File: config.mk
export PLATFORM = sky130hd
export DESIGN_NAME = scf_ctrl
export DESIGN_NICKNAME = d
export VERILOG_FILES = /design/src/hw/rtl/scf_pkg.sv /design/src/hw/rtl/scf_ctrl.sv
export SDC_FILE = /design/constraint.sdc
export NUM_CORES = 1
export LEC_CHECK = 0
export BUFFER_PORTS_ARGS = -buffer_cell sky130_fd_sc_hd__buf_2
export CORE_AREA = 2 2 59 61
export CTS_CLUSTER_DIAMETER = 200
export DETAILED_ROUTE_END_ITERATION = 7
export DIE_AREA = 0 0 61 63
export PLACE_DENSITY = 0.72
export SYNTH_ARGS = -nofsm -noshare
export SYNTH_HDL_FRONTEND = slang
export SYNTH_SLANG_ARGS = --single-unit
File: constraint.sdc
create_clock -name clock -period 2.6 [get_ports clock]
set_input_delay 0.52 -clock clock [delete_from_list [all_inputs] [get_ports clock]]
set_output_delay 0.52 -clock clock [all_outputs]
set_load 0.03 [all_outputs]
File: src/hw/rtl/scf_pkg.sv
// Shared constants, register map and controller/datapath command types
// for the sigma-clip sample filter. No dependencies.
`timescale 1ns / 1ps
`default_nettype none
package scf_pkg;

   localparam int WORD_W           = 32;
   localparam int SCALE_W          = 16;
   localparam int REJ_W            = 6;
   localparam int SQRT_STEPS       = 16 * 2;
   localparam int MAX_SAMPLES_DEF  = 32;
   localparam int MIN_FOR_CLIP_DEF = 8;

   localparam logic [REJ_W-1:0]   REJ_MAX     = '1;
   localparam logic [SCALE_W-1:0] SCALE_RESET = 16'd768;
   localparam logic [WORD_W-1:0]  LIMIT_RESET = '0;

   localparam int CSR_ADDR_W = 3;
   localparam logic [0:0] CSR_SIGMA_SCALE     = 1'b0;
   localparam logic [0:0] CSR_VARIATION_LIMIT = 1'b1;

   typedef struct packed {
      logic [WORD_W-1:0] x;
      logic [WORD_W-1:0] y;
      logic [WORD_W-1:0] rad;
      logic [WORD_W-1:0] depth;
   } entry_type;

   typedef enum logic [1:0] {
      DIV_MEAN  = 2'd0,
      DIV_VAR   = 2'd1,
      DIV_RATIO = 2'd2
   } div_sel_type;

   typedef struct packed {
      logic        take;
      logic        start;
      logic        div_ld;
      div_sel_type div_sel;
      logic        div_step;
      logic        div_save;
      logic        rd_en;
      logic        sq_mul;
      logic        sq_acc;
      logic        sqrt_step;
      logic        ratio_sat;
      logic        thr_ld;
      logic        out_sample;
      logic        drop;
      logic        out_summary;
   } cmd_type;

   typedef struct packed {
      logic n_zero;
      logic mean_zero;
      logic idx_done;
      logic keep;
      logic out_free;
   } status_type;

endpackage
`default_nettype wire

File: src/hw/rtl/scf_ctrl.sv
// Controller: sequences loading, mean, variance, square root, ratio,
// clip walk and summary. Depends on scf_pkg.
`timescale 1ns / 1ps
`default_nettype none
module scf_ctrl #(
   parameter int MAX_SAMPLES = scf_pkg::MAX_SAMPLES_DEF
) (
   input  logic                clock,
   input  logic                reset,
   input  logic                req_valid,
   input  logic                req_last,
   output logic                req_ready,
   input  scf_pkg::status_type status,
   output scf_pkg::cmd_type    cmd
);
   import scf_pkg::*;

   localparam int DIV_W = 2 * WORD_W + $clog2(MAX_SAMPLES + 1);
   localparam int ITER_W = $clog2(DIV_W);

   typedef enum logic [16:0] {
      S_IDLE       = 17'h00001,
      S_START      = 17'h00002,
      S_MEAN_DIV   = 17'h00004,
      S_MEAN_SAVE  = 17'h00008,
      S_SQ_RD      = 17'h00010,
      S_SQ_MUL     = 17'h00020,
      S_SQ_ACC     = 17'h00040,
      S_VAR_DIV    = 17'h00080,
      S_VAR_SAVE   = 17'h00100,
      S_SQRT       = 17'h00200,
      S_RATIO      = 17'h00400,
      S_RATIO_DIV  = 17'h00800,
      S_RATIO_SAVE = 17'h01000,
      S_THR        = 17'h02000,
      S_EM_RD      = 17'h04000,
      S_EM_CHK     = 17'h08000,
      S_SUMMARY    = 17'h10000
   } state_type;

   state_type         state_ff, state_in;
   logic [ITER_W-1:0] iter_ff, iter_in;
   logic              div_end, sqrt_end;

   assign div_end  = iter_ff == ITER_W'(DIV_W - 1);
   assign sqrt_end = iter_ff == ITER_W'(SQRT_STEPS - 1);

   always_comb begin
      state_in  = state_ff;
      iter_in   = iter_ff + 1'b1;
      cmd       = '0;
      req_ready = 1'b0;
      unique case (state_ff)
         S_IDLE: begin
            req_ready = 1'b1;
            if (req_valid) begin
               cmd.take = 1'b1;
               if (req_last) state_in = S_START;
            end
         end
         S_START: begin
            cmd.start   = 1'b1;
            iter_in     = '0;
            cmd.div_sel = DIV_MEAN;
            if (status.n_zero) begin
               state_in = S_RATIO;
            end else begin
               cmd.div_ld = 1'b1;
               state_in   = S_MEAN_DIV;
            end
         end
         S_MEAN_DIV: begin
            cmd.div_step = 1'b1;
            if (div_end) state_in = S_MEAN_SAVE;
         end
         S_MEAN_SAVE: begin
            cmd.div_save = 1'b1;
            cmd.div_sel  = DIV_MEAN;
            state_in     = S_SQ_RD;
         end
         S_SQ_RD: begin
            iter_in = '0;
            if (status.idx_done) begin
               cmd.div_ld  = 1'b1;
               cmd.div_sel = DIV_VAR;
               state_in    = S_VAR_DIV;
            end else begin
               cmd.rd_en = 1'b1;
               state_in  = S_SQ_MUL;
            end
         end
         S_SQ_MUL: begin
            cmd.sq_mul = 1'b1;
            state_in   = S_SQ_ACC;
         end
         S_SQ_ACC: begin
            cmd.sq_acc = 1'b1;
            state_in   = S_SQ_RD;
         end
         S_VAR_DIV: begin
            cmd.div_step = 1'b1;
            if (div_end) state_in = S_VAR_SAVE;
         end
         S_VAR_SAVE: begin
            cmd.div_save = 1'b1;
            cmd.div_sel  = DIV_VAR;
            iter_in      = '0;
            state_in     = S_SQRT;
         end
         S_SQRT: begin
            cmd.sqrt_step = 1'b1;
            if (sqrt_end) state_in = S_RATIO;
         end
         S_RATIO: begin
            iter_in     = '0;
            cmd.div_sel = DIV_RATIO;
            if (status.mean_zero) begin
               cmd.ratio_sat = 1'b1;
               state_in      = S_THR;
            end else begin
               cmd.div_ld = 1'b1;
               state_in   = S_RATIO_DIV;
            end
         end
         S_RATIO_DIV: begin
            cmd.div_step = 1'b1;
            if (div_end) state_in = S_RATIO_SAVE;
         end
         S_RATIO_SAVE: begin
            cmd.div_save = 1'b1;
            cmd.div_sel  = DIV_RATIO;
            state_in     = S_THR;
         end
         S_THR: begin
            cmd.thr_ld = 1'b1;
            state_in   = S_EM_RD;
         end
         S_EM_RD: begin
            if (status.idx_done) begin
               state_in = S_SUMMARY;
            end else begin
               cmd.rd_en = 1'b1;
               state_in  = S_EM_CHK;
            end
         end
         S_EM_CHK: begin
            if (!status.keep) begin
               cmd.drop = 1'b1;
               state_in = S_EM_RD;
            end else if (status.out_free) begin
               cmd.out_sample = 1'b1;
               state_in       = S_EM_RD;
            end
         end
         S_SUMMARY: begin
            if (status.out_free) begin
               cmd.out_summary = 1'b1;
               state_in        = S_IDLE;
            end
         end
         default: state_in = S_IDLE;
      endcase
   end

   always_ff @(posedge clock) begin
      if (reset) begin
         state_ff <= S_IDLE;
         iter_ff  <= '0;
      end else begin
         state_ff <= state_in;
         iter_ff  <= iter_in;
      end
   end
endmodule
`default_nettype wire

# Word-level counts from Yosys, hierarchy flattened
# Cells that the tools add are included.
# totals
reg_bits,24
out_inout_bits,17
word_cells,75
# op_classes
add_sub_neg,1
eq_ne,27
n_mux,38
n_reduce_logical,7
# ops
op,n
one-hot mux 17 bit (16 select lines),1
2-to-1 mux 17 bit,10
2-to-1 mux 1 bit,20
equality test 17 x 1 -> 1 bit (second input constant),1
equality test 17 x 10 -> 1 bit (second input constant),1
equality test 17 x 11 -> 1 bit (second input constant),1
equality test 17 x 12 -> 1 bit (second input constant),1
equality test 17 x 13 -> 1 bit (second input constant),1
equality test 17 x 14 -> 1 bit (second input constant),1
equality test 17 x 15 -> 1 bit (second input constant),1
equality test 17 x 16 -> 1 bit (second input constant),1
equality test 17 bit (second input constant),1
equality test 17 x 2 -> 1 bit (second input constant),1
equality test 17 x 3 -> 1 bit (second input constant),1
equality test 17 x 4 -> 1 bit (second input constant),1
equality test 17 x 5 -> 1 bit (second input constant),1
equality test 17 x 6 -> 1 bit (second input constant),1
equality test 17 x 7 -> 1 bit (second input constant),1
equality test 17 x 8 -> 1 bit (second input constant),1
equality test 17 x 9 -> 1 bit (second input constant),1
2-to-1 mux 14 bit,1
inequality test 2 bit (second input constant),7
2-to-1 mux 11 bit,1
2-to-1 mux 8 bit,1
other kinds (12),15

# Longest topological paths before layout
# depth
depth_word,3
mapped_depth,8

# Worst setup path after synthesis
# No wires, ideal clock.
# synth_path
kind,flip-flop to output port
from,register state_ff[13]
to,output cmd[15] (netlist bit)
arrival_ps,2189
slack_ps,-109
stages_incl_launch_ff,6
path_cell_list,dfxtp_1 > buf_2 > nor4_4 > nand3_1 > nor3_1 > and2_1
# synth_lines
element,line_no,text
from (decl),scf_ctrl.sv:41,"state_type state_ff, state_in;"
from (signal assigned),scf_ctrl.sv:170,state_ff <= state_in;
to (decl),scf_ctrl.sv:14,output scf_pkg::cmd_type cmd

==> impl_metrics.toml <==
[flow_run]
maxCapViolCount = 0

[die]
floorplan.initialDensity_pct = 42.1
die_w_um = 61
die-area_mm2 = 0.00384
die_h_um = 63
boundaryPins = 26
fp-row-count = 21
core_mm2 = 0.00323

[sta]
setup_viol = 0
tightestPinTransition_ns = 0.367
finalHoldViolations = 0
period_minus_slack_ns = 2.53
rsz0062_at_grt = "true"
slew_viol_final = 0
fin_ws_ns = 0.0651
relSlewSlack_pct = 75.3
timing.fmax_mhz = 394
period_share_pct = 97.5
finClkSkew_ns = 0.00324

[clock_network]
clk_pin_slew_ns = 0.14
cts-root-buf = "clkbuf_4"
clkSinkCount = 24
cts_hold_repair.buffers = 0
clk_path_buf_depth = 2
htreeDepth = 1
cts_buffers = 3
insertion_delay_ns = 0.32
cts_tree = "yes"

[place]
placedCellCount = 243
port_buffers = 25
place_ws_ns = 0.0673
place_hpwl_mm = 2.60
place_congestion = 0.917

[yosys]
synth.cell_area_mm2 = 0.00136
synth_adder_area_share_pct = 1.84
yosysTopAreaCell = "dfxtp_1"
synth_cells = 168
synth_xor_area_share_pct = 5.79
synth_seq_cells = 24
synth_compound_area_share_pct = 10.2
synthSimpleGateAreaFrac_pct = 42.6
synth_top_family_by_area = "simple AND/OR/NAND/NOR gates"
yosysTopAreaCellShare_pct = 35.3
syn_nets = 179
avgSynthCellArea_um2 = 8.10
ys_types = 42
ys_top_cells_by_area = "dfxtp_1 35%, nor2_1 8.5%, nand3_1 3.7%"
yosys-mux-area-fraction_pct = 0
seq_area_frac_synth_pct = 35.3
yosysWarnings = 0

[drt]
via_count = 1495
drc = 0
ant_nets = 0
dr.first_iter.drc_count = 69
wl_per_cell_um = 14.6
firstDrtPassIters = 4
viasPerCell = 5.73
routed_wl_mm = 3.81

[grt]
antenna_found_initial = 0
grt_pass1_vias = 1265
grt_max_degree = 15
grt_pass1_wl_mm = 5.68
grt_usage_pct = 19.2
gr-total-overflow = 0

[setup_path]
critPathLaunchType = "register"
crit_type = "reg2out"
crit_path_end_kind = "primary output"
path_max_fanout = 5
crit_required_ns = 2.08
critPathArrivalTime_ns = 2.01

[final_layout]
antenna_cells = 0
seq_area_um2 = 499
layout.nets = 227
mostFrequentLayoutCell = "nor2_1"
syn_to_final_growth_pct = 38.3
fin_cells = 261
drive_above_1_share_pct = 39.1
multiInputGateArea_um2 = 925
final_cell_mix = "30 x nor2_1, 26 x buf_4, 21 x buf_2"
nFillCells = 292

[pwr]
power.density_mw_per_mm2 = 523
power.leakage_nw = 0.807
ir_drop_mv = 0.411

[status]
status = "complete, no violations"

[min_path]
hold_class = "in2reg"
==> routing by layer <==
layer	vias to the layer above	share of wire, %	routed length (µm)	track usage, %
met4	0	1.0	38	6.25
met1	727	43	1630	24.9
met3	6	6.1	234	4.97
met5	-	0	0	0
met2	53	50	1900	30.5
li1	709	-	-	-
==> worst max-delay path: stages, from the launching register on <==
cell and delay (ns):
dfxtp_4 0.38, nor4_4 0.26, buf_4 0.17, nand4_1 0.10, buf_6 0.16, nor3_4 0.20
nand3_2 0.13, a21oi_2 0.15, buf_6 0.14
==> layout make-up <==
type / instances / area share, %
multi-input cells: 131 / 49.1
flip-flops and latches: 24 / 26.5
repair buffers: 49 / 17.1
well taps: 46 / 3.06
clock inverters: 1 / 1.59
inverters: 7 / 1.40
clock buffers: 3 / 1.20
==> repair_timing <==
item	in CTS	in global routing
setup endpoints to repair	11	11
setup buffers	2	12
pin swaps	3	12
resized for setup	5	32
==> Yosys cell counts (all sizes together) <==
library cell   n
and3           1
and4b          3
nor2          31
and4           1
nand4b         5
o311ai         1
nand4bb        1
or3            3
or3b           1
nor4           8
a21oi          7
nand3         10
xor2           4
nand3b         1
a31oi          1
clkbuf         4
nand4          5
o21ai          5
nor2b          1
and4bb         1
inv            7
o211ai         2
or4b           1
nand2b         2
nor3           9
or4            4
a2111o         1
o21a           2
ha             2
dfxtp         24
buf            2
xnor2          5
nand2         10
o221a          2
and2           1
==> flip-flops by register name (all words and copies together) (netlist names) <==
register and count:
iter_ff 7, state_ff 17
==> per-stage QoR <==
| step | instance area, µm² | utilization (%) | total power, W | setup TNS (ns) | hold WS (ns) |
|---|---|---|---|---|---|
| detailed placement | 1590 | 49.3 | 0.000685 | 0 | 0.465 |
| floorplan | 1370 | - | 0.000598 | 0 | 0.434 |
| global route | 1880 | 58.3 | 0.00104 | -0.117 | 0.431 |
| finish | 1880 | 58.3 | 0.000985 | 0 | 0.448 |
| CTS | 1690 | 52.4 | 0.000964 | 0 | 0.417 |
| global placement | 1590 | 49.3 | 0.000684 | 0 | 0.450 |
==> cell families (layout without fill, tap and decap cells) <==
family,Yosys count,count (layout)
compound gates,21,21
buf+inv,13,60
flops,24,24
xor+xnor,9,9
fa+ha+maj,2,2
simple gates,99,99
==> path summary, 6_finish.rpt <==
path	startpoint	cells after the start	endpoint	slack, ns
worst min-delay path	reset	2	state_ff[15]$_SDFFE_PP0P_	0.45
worst max register to register	state_ff[13]$_SDFFE_PP0P_	7	state_ff[11]$_SDFFE_PP0P_	0.09
worst min register to register	iter_ff[0]$_SDFF_PP0_	1	iter_ff[0]$_SDFF_PP0_	0.48
worst max-delay path	state_ff[7]$_SDFFE_PP0P_	8	cmd[8]	0.07
==> power breakdown <==
| group | leakage, nW | internal, W | total, W | switching, W |
|---|---|---|---|---|
| combinational | 0.580 | 0.000135 | 0.000313 | 0.000178 |
| clock | 0.0279 | 0.000156 | 0.000272 | 0.000116 |
| sequential | 0.199 | 0.000380 | 0.000400 | 0.0000197 |
Note: power is estimated with default switching activity, not from simulation.
